File: src/sv/irpwd_pkg.sv
// ----------------------------------------------------------------------------
// irpwd_pkg
// Shared constants and types of the infrared pulse width decoder.
// ----------------------------------------------------------------------------
package irpwd_pkg;

   localparam int FRAME_BITS = 32;
   localparam int TICK_SHIFT = 5;

   localparam int STAMP_W  = 32;
   localparam int WORD_W   = 32;
   localparam int REG_W    = 16;
   localparam int INDEX_W  = 8;
   localparam int PULSE_W  = STAMP_W - TICK_SHIFT;
   localparam int CMP_W    = (PULSE_W > REG_W + 1) ? PULSE_W : REG_W + 1;
   localparam int COUNT_W  = $clog2(FRAME_BITS + 2);

   localparam logic [REG_W-1:0] START_RESET = REG_W'(4500);
   localparam logic [REG_W-1:0] ZERO_RESET  = REG_W'(500);
   localparam logic [REG_W-1:0] ONE_RESET   = REG_W'(1500);
   localparam logic [REG_W-1:0] TOL_RESET   = REG_W'(200);

   typedef enum logic [INDEX_W-1:0] {
      REG_START_PULSE = 8'd0,
      REG_ZERO_PULSE  = 8'd1,
      REG_ONE_PULSE   = 8'd2,
      REG_TOLERANCE   = 8'd3
   } reg_index_type;

endpackage

File: src/sv/irpwd_window.sv
// ----------------------------------------------------------------------------
// irpwd_window
// Tests a measured pulse length against an open window of nominal length
// plus or minus a tolerance, without wrap.
// ----------------------------------------------------------------------------
module irpwd_window (
   input  logic [irpwd_pkg::PULSE_W-1:0] pulse_len,
   input  logic [irpwd_pkg::REG_W-1:0]   nominal,
   input  logic [irpwd_pkg::REG_W-1:0]   tolerance,
   output logic                          hit
);

   logic [irpwd_pkg::REG_W:0]   low_bound;
   logic [irpwd_pkg::REG_W:0]   high_bound;
   logic [irpwd_pkg::CMP_W-1:0] pulse_ext;
   logic [irpwd_pkg::CMP_W-1:0] low_ext;
   logic [irpwd_pkg::CMP_W-1:0] high_ext;
   logic                        above_low;

   always_comb begin
      low_bound  = {1'b0, nominal} - {1'b0, tolerance};
      high_bound = {1'b0, nominal} + {1'b0, tolerance};
      pulse_ext  = irpwd_pkg::CMP_W'(pulse_len);
      low_ext    = irpwd_pkg::CMP_W'(low_bound[irpwd_pkg::REG_W-1:0]);
      high_ext   = irpwd_pkg::CMP_W'(high_bound);
      // A negative low bound passes every length.
      above_low  = low_bound[irpwd_pkg::REG_W] || (pulse_ext > low_ext);
      hit        = above_low && (pulse_ext < high_ext);
   end

endmodule

File: src/sv/ir_pulse_width_decoder_core.sv
// ----------------------------------------------------------------------------
// ir_pulse_width_decoder_core
// Decodes 32-bit infrared frames from timestamped line edges by measuring
// the high time of each pulse.
//
//   port group  direction  handshake          payload
//   req_        in         valid / stall      line_level, edge_time
//   rsp_        out        valid / stall      command_word
//   csr_        in         valid / ready      index, data
//
// An edge word is registered on acceptance and processed when it can advance,
// one word per cycle unless a result is held by rsp_stall; a frame result
// passes the input register and the result register before it is on rsp_.
// The input register and the result register decouple the two sides, and a
// new word is taken every cycle unless a result is held by rsp_stall.
// Reset restores the nominal lengths and closes any open frame.
// ----------------------------------------------------------------------------
module ir_pulse_width_decoder_core (
   input  logic                              clock,
   input  logic                              reset,
   input  logic                              req_valid,
   output logic                              req_stall,
   input  logic                              req_line_level,
   input  logic [irpwd_pkg::STAMP_W-1:0]     req_edge_time,
   output logic                              rsp_valid,
   input  logic                              rsp_stall,
   output logic [irpwd_pkg::WORD_W-1:0]      rsp_command_word,
   input  logic                              csr_valid,
   output logic                              csr_ready,
   input  logic [irpwd_pkg::INDEX_W-1:0]     csr_index,
   input  logic [irpwd_pkg::REG_W-1:0]       csr_data
);

   logic [irpwd_pkg::REG_W-1:0]   start_len_ff, start_len_in;
   logic [irpwd_pkg::REG_W-1:0]   zero_len_ff, zero_len_in;
   logic [irpwd_pkg::REG_W-1:0]   one_len_ff, one_len_in;
   logic [irpwd_pkg::REG_W-1:0]   tol_ff, tol_in;

   logic                          s1_valid_ff, s1_valid_in;
   logic                          s1_level_ff, s1_level_in;
   logic [irpwd_pkg::STAMP_W-1:0] s1_time_ff, s1_time_in;

   logic [irpwd_pkg::STAMP_W-1:0] rise_ff, rise_in;
   logic [irpwd_pkg::WORD_W-1:0]  shift_ff, shift_in;
   logic [irpwd_pkg::COUNT_W-1:0] bits_ff, bits_in;
   logic                          frame_ff, frame_in;

   logic                          out_valid_ff, out_valid_in;
   logic [irpwd_pkg::WORD_W-1:0]  out_word_ff, out_word_in;

   logic [irpwd_pkg::STAMP_W-1:0] elapsed;
   logic [irpwd_pkg::PULSE_W-1:0] pulse_len;
   logic                          start_hit, zero_hit, one_hit;
   logic                          advance, s1_fire, req_accept, frame_done;
   logic                          frame_nx;
   logic [irpwd_pkg::WORD_W-1:0]  word_nx;
   logic [irpwd_pkg::COUNT_W-1:0] count_nx;

   assign elapsed   = s1_time_ff - rise_ff;
   assign pulse_len = elapsed[irpwd_pkg::STAMP_W-1:irpwd_pkg::TICK_SHIFT];

   irpwd_window u_start_win (
      .pulse_len (pulse_len),
      .nominal   (start_len_ff),
      .tolerance (tol_ff),
      .hit       (start_hit)
   );

   irpwd_window u_zero_win (
      .pulse_len (pulse_len),
      .nominal   (zero_len_ff),
      .tolerance (tol_ff),
      .hit       (zero_hit)
   );

   irpwd_window u_one_win (
      .pulse_len (pulse_len),
      .nominal   (one_len_ff),
      .tolerance (tol_ff),
      .hit       (one_hit)
   );

   assign advance    = !out_valid_ff || !rsp_stall;
   assign s1_fire    = s1_valid_ff && advance;
   assign req_stall  = s1_valid_ff && !advance;
   assign req_accept = req_valid && !req_stall;

   assign csr_ready        = 1'b1;
   assign rsp_valid        = out_valid_ff;
   assign rsp_command_word = out_word_ff;

   always_comb begin
      frame_nx   = frame_ff;
      word_nx    = shift_ff;
      count_nx   = bits_ff;
      frame_done = 1'b0;
      if (start_hit) begin
         frame_nx = 1'b1;
         word_nx  = '0;
         count_nx = '0;
      end
      if (frame_nx) begin
         if (zero_hit) begin
            word_nx  = {1'b0, word_nx[irpwd_pkg::WORD_W-1:1]};
            count_nx = count_nx + 1'b1;
         end
         if (one_hit) begin
            word_nx  = {1'b1, word_nx[irpwd_pkg::WORD_W-1:1]};
            count_nx = count_nx + 1'b1;
         end
         if (count_nx >= irpwd_pkg::COUNT_W'(irpwd_pkg::FRAME_BITS)) begin
            frame_done = 1'b1;
            frame_nx   = 1'b0;
            count_nx   = '0;
         end
      end
   end

   always_comb begin
      start_len_in = start_len_ff;
      zero_len_in  = zero_len_ff;
      one_len_in   = one_len_ff;
      tol_in       = tol_ff;
      if (csr_valid && csr_ready) begin
         case (csr_index)
            irpwd_pkg::REG_START_PULSE: start_len_in = csr_data;
            irpwd_pkg::REG_ZERO_PULSE:  zero_len_in  = csr_data;
            irpwd_pkg::REG_ONE_PULSE:   one_len_in   = csr_data;
            irpwd_pkg::REG_TOLERANCE:   tol_in       = csr_data;
            default: begin
            end
         endcase
      end

      s1_valid_in = s1_valid_ff && !advance;
      s1_level_in = s1_level_ff;
      s1_time_in  = s1_time_ff;
      if (req_accept) begin
         s1_valid_in = 1'b1;
         s1_level_in = req_line_level;
         s1_time_in  = req_edge_time;
      end

      rise_in  = rise_ff;
      shift_in = shift_ff;
      bits_in  = bits_ff;
      frame_in = frame_ff;
      out_valid_in = out_valid_ff && rsp_stall;
      out_word_in  = out_word_ff;
      if (s1_fire) begin
         if (s1_level_ff) begin
            rise_in = s1_time_ff;
         end else begin
            shift_in = word_nx;
            bits_in  = count_nx;
            frame_in = frame_nx;
            if (frame_done) begin
               out_valid_in = 1'b1;
               out_word_in  = word_nx;
            end
         end
      end
   end

   always_ff @(posedge clock) begin
      if (reset) begin
         start_len_ff <= irpwd_pkg::START_RESET;
         zero_len_ff  <= irpwd_pkg::ZERO_RESET;
         one_len_ff   <= irpwd_pkg::ONE_RESET;
         tol_ff       <= irpwd_pkg::TOL_RESET;
         s1_valid_ff  <= 1'b0;
         rise_ff      <= '0;
         shift_ff     <= '0;
         bits_ff      <= '0;
         frame_ff     <= 1'b0;
         out_valid_ff <= 1'b0;
      end else begin
         start_len_ff <= start_len_in;
         zero_len_ff  <= zero_len_in;
         one_len_ff   <= one_len_in;
         tol_ff       <= tol_in;
         s1_valid_ff  <= s1_valid_in;
         rise_ff      <= rise_in;
         shift_ff     <= shift_in;
         bits_ff      <= bits_in;
         frame_ff     <= frame_in;
         out_valid_ff <= out_valid_in;
      end
   end

   always_ff @(posedge clock) begin
      s1_level_ff <= s1_level_in;
      s1_time_ff  <= s1_time_in;
      out_word_ff <= out_word_in;
   end

   // The stored bit count never reaches a full frame.
   assert property (@(posedge clock) disable iff (reset)
      bits_ff < irpwd_pkg::COUNT_W'(irpwd_pkg::FRAME_BITS))
      else $error("bit count reached a full frame");

   // Outside a frame no bits are counted.
   assert property (@(posedge clock) disable iff (reset)
      !frame_ff |-> bits_ff == '0)
      else $error("bits counted outside a frame");

   // The input side is held back only while an edge word waits behind a held result.
   assert property (@(posedge clock) disable iff (reset)
      req_stall |-> s1_valid_ff && out_valid_ff)
      else $error("input stalled without a pending word");

   // A rising edge leaves the frame state untouched.
   assert property (@(posedge clock) disable iff (reset)
      s1_fire && s1_level_ff |=> $stable(frame_ff) && $stable(bits_ff))
      else $error("rising edge changed the frame state");

   // A new result is only produced from a falling edge word.
   assert property (@(posedge clock) disable iff (reset)
      !out_valid_ff ##1 out_valid_ff |-> $past(s1_fire && !s1_level_ff))
      else $error("result without a falling edge");

endmodule
File: config.mk
export PLATFORM = sky130hd
export DESIGN_NAME = ir_pulse_width_decoder_core
export DESIGN_NICKNAME = d
export VERILOG_FILES = /design/src/sv/irpwd_pkg.sv /design/src/sv/irpwd_window.sv /design/src/sv/ir_pulse_width_decoder_core.sv
export SDC_FILE = /design/constraint.sdc
export NUM_CORES = 1
export LEC_CHECK = 0
export BUFFER_PORTS_ARGS = -buffer_cell sky130_fd_sc_hd__buf_2
export CORE_MARGIN = 2
export CORE_UTILIZATION = 40
export DETAILED_ROUTE_END_ITERATION = 16
export PLACE_DENSITY_LB_ADDON = 0.15
export SETUP_SLACK_MARGIN = 0.5
export SLEW_MARGIN = 20
export SYNTH_ARGS = -nofsm -noshare
export SYNTH_HDL_FRONTEND = slang
export SYNTH_SLANG_ARGS = --single-unit
File: constraint.sdc
create_clock -name clock -period 14.56 [get_ports clock]
set_input_delay 2.184 -clock clock [delete_from_list [all_inputs] [get_ports clock]]
set_output_delay 2.184 -clock clock [all_outputs]
set_load 0.05 [all_outputs]
==> results by group, run 1 <==
Clock network
  • Clock sink count: 202
  • Clock transition at path regs: 0.06 ns
  • Root Buffer: sky130_fd_sc_hd__clkbuf_16
  • Clock latency at the later pin of the worst-skew pair: 0.56 ns
  • Post-CTS Hold Fix Bufs: 0
  • Post-CTS Setup Bufs: 0
  • Number of H-tree levels: 1
  • Total CTS buffers: 25
  • Resize count post-CTS: 0
  • Number of buffers between clock root and the deepest sink: 3
  • Clock tree from TritonCTS: built

Global routing
  • Antenna violations before repair: 0
  • Maximum number of pins on one net before global-route repair: 82
  • GRT Util Overall: 22.73%
  • Vias in the first global route: 15,390
  • Global-route wire length before repair: 82,850 µm
  • Overflow left after global routing: 0

Setup path
  • Classification of the worst setup path: flop to flop
  • Critical path data arrival time: 8.60 ns
  • Maximum cell stage delay along the critical path: 0.66 ns
  • Critical path fanouts, max: 32
  • Capturing element type of the critical path: flop
  • Critical Path Slowest Stage Cell: sky130_fd_sc_hd__xor2_1
  • Required time worst endpoint: 14.77 ns
  • Type of origin of the critical path: flop

Synthesis
  • Per-instance average area after synthesis: 8.107 µm²
  • Synthesized net count: 2,449
  • Post-synthesis register bit count: 202
  • Async SR Flop Fraction: 0%
  • Number of enable flip-flop cells after synthesis: 65
  • Synth unique cells: 98
  • Number of instances in the synthesized netlist: 2,164
  • Library cell occupying the most area in the post-synthesis netlist: sky130_fd_sc_hd__dfxtp_1
  • Ys Warns: 0
  • Most frequent cell after synthesis: sky130_fd_sc_hd__nand2_1
  • Post-synthesis instance area: 17,540 µm²
  • Top-area cell type share of the netlist area: 15.63%
  • List of most frequent post-synthesis cells: sky130_fd_sc_hd__nand2_1 (219), sky130_fd_sc_hd__ha_1 (217), sky130_fd_sc_hd__nor2_1 (188)
  • Share of synthesized area occupied by flip-flops and latches: 26.76%
  • Most frequently used flop master after synthesis: sky130_fd_sc_hd__dfxtp_1
  • Main area contributors after synthesis: sky130_fd_sc_hd__dfxtp_1 (16%), sky130_fd_sc_hd__ha_1 (15%), sky130_fd_sc_hd__edfxtp_1 (11%)

Floorplanning
  • Standard-cell rows: 76
  • Area of the core region: 43,170 µm²
  • Chip Height: 213.4 µm
  • Die X: 213.4 µm
  • Number of top-level pins: 97
  • Overall die area: 45,550 µm²
  • Initial core utilization: 40.64%

Route
  • Mean number of vias per cell: 5.778
  • Residual antenna-violating net count after detailed routing: 0
  • DR WL/cell: 18.72 µm
  • Drt total wl: 52,040 µm
  • DR iter-0 viols: 1,326
  • Number of iterations in the first detailed-routing pass: 5
  • DRC violations left: 0
  • Total vias in the final route: 16,060

Timing
  • Highest clock frequency the design can meet: 119.2 MHz
  • Max-Slew Margin vs Limit: 35.90%
  • TNS Setup: 0 ns
  • Count of final max-slew check failures: 0
  • Post-layout minimum cycle time: 8.389 ns
  • Final-report setup violation count: 0
  • Final critical-path share of the clock period: 57.61%
  • Unrepaired setup endpoints after global routing: no
  • Max Clock Skew: 0.008086 ns
  • Transition time at the pin with the least slew margin: 0.9605 ns
  • Hold Violations, Final: 0

Run status
  • Run status: complete, no violations

Placement
  • Dpl hpwl: 39,060 µm
  • Placer congestion estimate: 0.9458
  • DP Cell Count: 2,733
  • Number of port buffers: 95

Job
  • Max cap viols: 0

Pwr
  • Power Dens Cells: 82.16 nW/µm²
  • LEAKAGE: 7.425 nW
  • Peak supply drop: 0.08705 mV

Layout
  • Final instance count without filler cells: 2,779
  • Final-stage net count: 2,460
  • Share of post-route cells with drive strength above 1: 9.389%
  • Number of diodes: 0
  • Syn-to-layout area delta: 9.300%

Worst hold path
  • Kind of path behind the tightest hold check: flop to flop
## through the flow
step	hold slack [ns]	worst slack, ns	cell area [µm²]	utilization, %	power, mW
after floorplan	0.4318	6.303	17540	-	0.8795
after global placement	0.4423	6.400	18390	42.60	0.9796
after detailed placement	0.4469	6.190	18390	42.60	0.9868
after CTS	0.4565	6.177	19170	44.42	1.593
after global routing	0.4712	5.572	19170	44.42	1.662
final	0.4528	6.171	19170	44.42	1.575
## cell type report
| class | count | area, µm² |
|---|---|---|
| Inverter | 155 | 581.8 |
| Sequential cell | 202 | 4695 |
| Clock buffer | 37 | 720.7 |
| Clock inverter | 9 | 62.56 |
| Timing Repair Buffer | 114 | 620.6 |
| Fill cell | 4361 | 24000 |
| Tap cell | 585 | 732.0 |
| Multi-Input combinational cell | 1677 | 11760 |
## flip-flops by register name, indices dropped and copies added, names as in the netlist
| name | cells |
|---|---|
| tol_ff | 16 |
| s1_valid_ff | 1 |
| start_len_ff | 16 |
| s1_level_ff | 1 |
| s1_time_ff | 32 |
| zero_len_ff | 16 |
| rsp_valid | 1 |
| bits_ff | 6 |
| shift_ff | 32 |
| one_len_ff | 16 |
| rise_ff | 32 |
| rsp_command_word | 32 |
| frame_ff | 1 |
## cell families after synthesis
logic type	share of synthesized area [%]
compound gates	24.72
xor+xnor	3.994
fa+ha+maj	16.22
buf+inv	6.433
flops	26.76
mux	2.354
other cells	0.02138
simple gates	19.50
## metal layers
metal | up-vias | track usage, % | routed length (µm)
met5 | - | 0 | 0
met4 | 0 | 6.011 | 1344
met3 | 81 | 2.973 | 2511
met2 | 403 | 36.82 | 23390
met1 | 7670 | 31.81 | 24790
li1 | 7904 | - | -
## worst max-delay path: cells and delay by family (launching register included)
kind,cells,cell delay [ns]
simple gates,12,2.91
compound gates,12,2.65
fa+ha+maj,3,1.02
xor+xnor,1,0.66
flops,1,0.39
buf+inv,1,0.37
## path summary, 6_finish.rpt
check | start | to | slack [ns] | cells after the start
worst min register to register | rise_ff[27]$_SDFFE_PP0P_ | rise_ff[27]$_SDFFE_PP0P_ | 0.45 | 2
worst min-delay path | rise_ff[27]$_SDFFE_PP0P_ | rise_ff[27]$_SDFFE_PP0P_ | 0.45 | 2
worst max register to register | s1_time_ff[4]$_DFFE_PP_ | rsp_command_word[1]$_DFFE_PP_ | 6.17 | 29
worst max-delay path | s1_time_ff[4]$_DFFE_PP_ | rsp_command_word[1]$_DFFE_PP_ | 6.17 | 29
## report_power, final
group	total, mW	leakage [nW]	switching [mW]	internal, mW
clock	0.598	0.381	0.255	0.343
sequential	0.599	1.65	0.00686	0.592
combinational	0.378	5.39	0.234	0.145
total	1.58	7.43	0.496	1.08
## cells in the final DEF (no fill, tap or decap), types with 62 or more instances in the layout
cell type	netlist	layout
sky130_fd_sc_hd__inv_1	153	153
sky130_fd_sc_hd__nand2_1	219	219
sky130_fd_sc_hd__o21ai_0	87	87
sky130_fd_sc_hd__edfxtp_1	65	65
sky130_fd_sc_hd__buf_2	25	94
sky130_fd_sc_hd__dfxtp_1	137	137
sky130_fd_sc_hd__nor2_1	188	186
sky130_fd_sc_hd__ha_1	217	217
sky130_fd_sc_hd__a21oi_1	153	153
sky130_fd_sc_hd__xnor2_1	63	62
(Power assumes the default switching activity.)
==> run 2, diff against run 1 <==
Settings changed: ABC_AREA from default to 1.
Clock period 14.56 ns to 8.31 ns, I/O delays scaled along.
==> results by group, run 2 <==
Global routing
  • Global-route wire length before repair: 81,540 µm
  • GRT Util Overall: 22.74%
  • Antenna violations before repair: 0
  • Overflow left after global routing: 0
  • Vias in the first global route: 15,620
  • Maximum number of pins on one net before global-route repair: 66

Pwr
  • Part of the power in registers: 35.4%
  • Share of total power in the clock network: 36.9%
  • Switching fraction of total power: 33.88%
  • Relative contribution of combinational cells to total power: 27.6%
  • Peak supply drop: 0.1811 mV
  • LEAKAGE: 9.082 nW
  • Switching power of the nets: 1.005 mW
  • Power Dens Cells: 155.4 nW/µm²
  • Cell Int Power: 1.962 mW

Job
  • Max cap viols: 0

Layout
  • Core occupancy in the finished layout: 44.53%
  • Fill cell instance count of the final layout: 4,523
  • Share of post-route cells with drive strength above 1: 8.295%
  • Final cell area excluding filler cells: 19,100 µm²
  • Commonest non-fill, non-tap cells in the layout: sky130_fd_sc_hd__nand2_1 (678), sky130_fd_sc_hd__inv_1 (323), sky130_fd_sc_hd__a21oi_1 (255)
  • Final-stage net count: 2,857
  • Syn-to-layout area delta: 10.60%
  • Final instance count without filler cells: 3,177
  • Most common cell after layout, fill and taps aside: sky130_fd_sc_hd__nand2_1
  • Number of diodes: 0

Setup path
  • Maximum cell stage delay along the critical path: 0.52 ns
  • Classification of the worst setup path: flop to flop
  • Most numerous cell on the critical path: sky130_fd_sc_hd__nand2_1
  • Critical path fanouts, max: 63
  • Required time worst endpoint: 8.51 ns
  • Type of origin of the critical path: flop
  • Count of cells along the worst register-to-register path: 41
  • Critical Path Slowest Stage Cell: sky130_fd_sc_hd__dfxtp_1
  • Capturing element type of the critical path: flop
  • Critical path data arrival time: 7.11 ns

Placement
  • DP Cell Count: 3,129
  • Placer congestion estimate: 0.9240
  • Cell area after placement: 18,260 µm²
  • Number of port buffers: 95
  • Dpl hpwl: 39,940 µm

Floorplanning
  • Standard-cell rows: 76
  • Overall die area: 44,840 µm²
  • Initial core utilization: 40.26%
  • Chip Height: 211.8 µm
  • Number of top-level pins: 97
  • Area of the core region: 42,890 µm²
  • Die X: 211.8 µm

Run status
  • Run status: complete, no violations

Clock network
  • Clock transition at path regs: 0.06 ns
  • Post-CTS Hold Fix Bufs: 0
  • Root Buffer: sky130_fd_sc_hd__clkbuf_16
  • Resize count post-CTS: 0
  • Number of buffers between clock root and the deepest sink: 3
  • Clock tree from TritonCTS: built
  • Clock sink count: 202
  • Post-CTS Setup Bufs: 0
  • Number of H-tree levels: 1
  • Total CTS buffers: 26
  • Clock latency at the later pin of the worst-skew pair: 0.56 ns

Synthesis
  • Ys Warns: 0
  • Number of instances in the synthesized netlist: 2,509
  • Async SR Flop Fraction: 0%
  • Post-synthesis instance area: 17,270 µm²
  • Library cell occupying the most area in the post-synthesis netlist: sky130_fd_sc_hd__dfxtp_1
  • Synth unique cells: 54
  • Most frequently used flop master after synthesis: sky130_fd_sc_hd__dfxtp_1
  • Top-area cell type share of the netlist area: 15.88%
  • Synthesized net count: 2,794
  • Main area contributors after synthesis: sky130_fd_sc_hd__dfxtp_1 (16%), sky130_fd_sc_hd__ha_1 (16%), sky130_fd_sc_hd__nand2_1 (15%)
  • Number of enable flip-flop cells after synthesis: 65
  • Per-instance average area after synthesis: 6.882 µm²
  • Share of synthesized area occupied by flip-flops and latches: 27.19%
  • Post-synthesis register bit count: 202
  • Most frequent cell after synthesis: sky130_fd_sc_hd__nand2_1
  • List of most frequent post-synthesis cells: sky130_fd_sc_hd__nand2_1 (679), sky130_fd_sc_hd__inv_1 (323), sky130_fd_sc_hd__a21oi_1 (255)

Route
  • DRC violations left: 0
  • DR iter-0 viols: 964
  • Total vias in the final route: 16,250
  • Number of iterations in the first detailed-routing pass: 6
  • Residual antenna-violating net count after detailed routing: 0
  • DR WL/cell: 15.91 µm
  • Drt total wl: 50,540 µm
  • Mean number of vias per cell: 5.115

Timing
  • Final critical-path share of the clock period: 83.10%
  • Hold Violations, Final: 0
  • Final-report setup violation count: 0
  • Post-layout minimum cycle time: 6.906 ns
  • Unrepaired setup endpoints after global routing: no
  • Highest clock frequency the design can meet: 144.8 MHz
  • Count of final max-slew check failures: 0
  • Max-Slew Margin vs Limit: 33.07%
  • Transition time at the pin with the least slew margin: 1.004 ns
  • Max Clock Skew: 0.008949 ns
  • TNS Setup: 0 ns

Worst hold path
  • Instance count along the most critical hold path: 2
  • Kind of path behind the tightest hold check: flop to flop
==> run 2: cell count changes in the layout (fill, tap and decap cells not counted), sizes merged, moves of 47 or more <==
cell and delta:
inv +184, a21oi +99, xor2 +70, nand3 +77
nand2 +474, xnor2 -57, o21ai +47
==> run 2: path summary, 6_finish.rpt <==
check / start / endpoint / slack [ns]
min: rise_ff[0]$_SDFFE_PP0P_ / rise_ff[0]$_SDFFE_PP0P_ / 0.45
max: tol_ff[1]$_SDFFE_PP0P_ / rsp_command_word[4]$_DFFE_PP_ / 1.40
max reg2reg: tol_ff[1]$_SDFFE_PP0P_ / rsp_command_word[4]$_DFFE_PP_ / 1.40
min reg2reg: rise_ff[0]$_SDFFE_PP0P_ / rise_ff[0]$_SDFFE_PP0P_ / 0.45
==> run 2: metal layers <==
metal	part of all wire [%]	vias up	GRT usage [%]	wire length, µm
li1	-	8337	-	-
met2	44	346	36.71	22400
met5	0	-	0	0
met3	4.2	56	2.255	2107
met4	2.1	0	4.930	1080
met1	49	7511	32.76	24960
==> run 2: power by group through the flow <==
stage          combinational, mW  clock, mW  sequential, mW
2_1_floorplan              0.577          0            1.07
3_3_place_gp               0.794          0            1.07
3_5_place_dp               0.810          0            1.07
4_1_cts                    0.815       1.13            1.05
5_1_grt                    0.941       1.17            1.05
6_report                   0.820       1.10            1.05
==> run 2: final cells by class <==
type	count	area [µm²]	area share [%]
inverter	342	1287	6.742
clock inverter	15	110.1	0.5766
multi-input combinational	1890	10960	57.41
clock buffer	33	718.2	3.761
sequential	202	4695	24.58
tap	585	732.0	3.833
timing repair buffer	110	591.8	3.099
==> run 2: kinds of logic (layout without fill, tap and decap cells) <==
| family | after synthesis | after routing | synth area share [%] |
|---|---|---|---|
| simple gates | 1060 | 1060 | 25.75 |
| compound gates | 513 | 513 | 16.53 |
| buf+inv | 417 | 500 | 9.377 |
| fa+ha+maj | 223 | 223 | 16.42 |
| flops | 202 | 202 | 27.19 |
| xor+xnor | 93 | 93 | 4.717 |
| other cells | 1 | 1 | 0.02172 |
==> run 2: stage by stage <==
stage | setup slack (ns) | hold WS [ns] | total power [mW]
floorplan | 2.209 | 0.4237 | 1.645
global placement | 1.336 | 0.4333 | 1.865
detailed placement | 1.176 | 0.4416 | 1.882
CTS | 1.157 | 0.4513 | 2.998
global route | 0.6158 | 0.4740 | 3.163
finish | 1.404 | 0.4522 | 2.967
==> run 2: critical path, delay by kind of cell, from the launching register on <==
| family | cells | cell delay [ns] |
|---|---|---|
| fa+ha+maj | 2 | 0.66 |
| xor+xnor | 1 | 0.15 |
| simple gates | 23 | 2.33 |
| compound gates | 11 | 1.74 |
| buf+inv | 4 | 1.10 |
| flops | 1 | 0.52 |
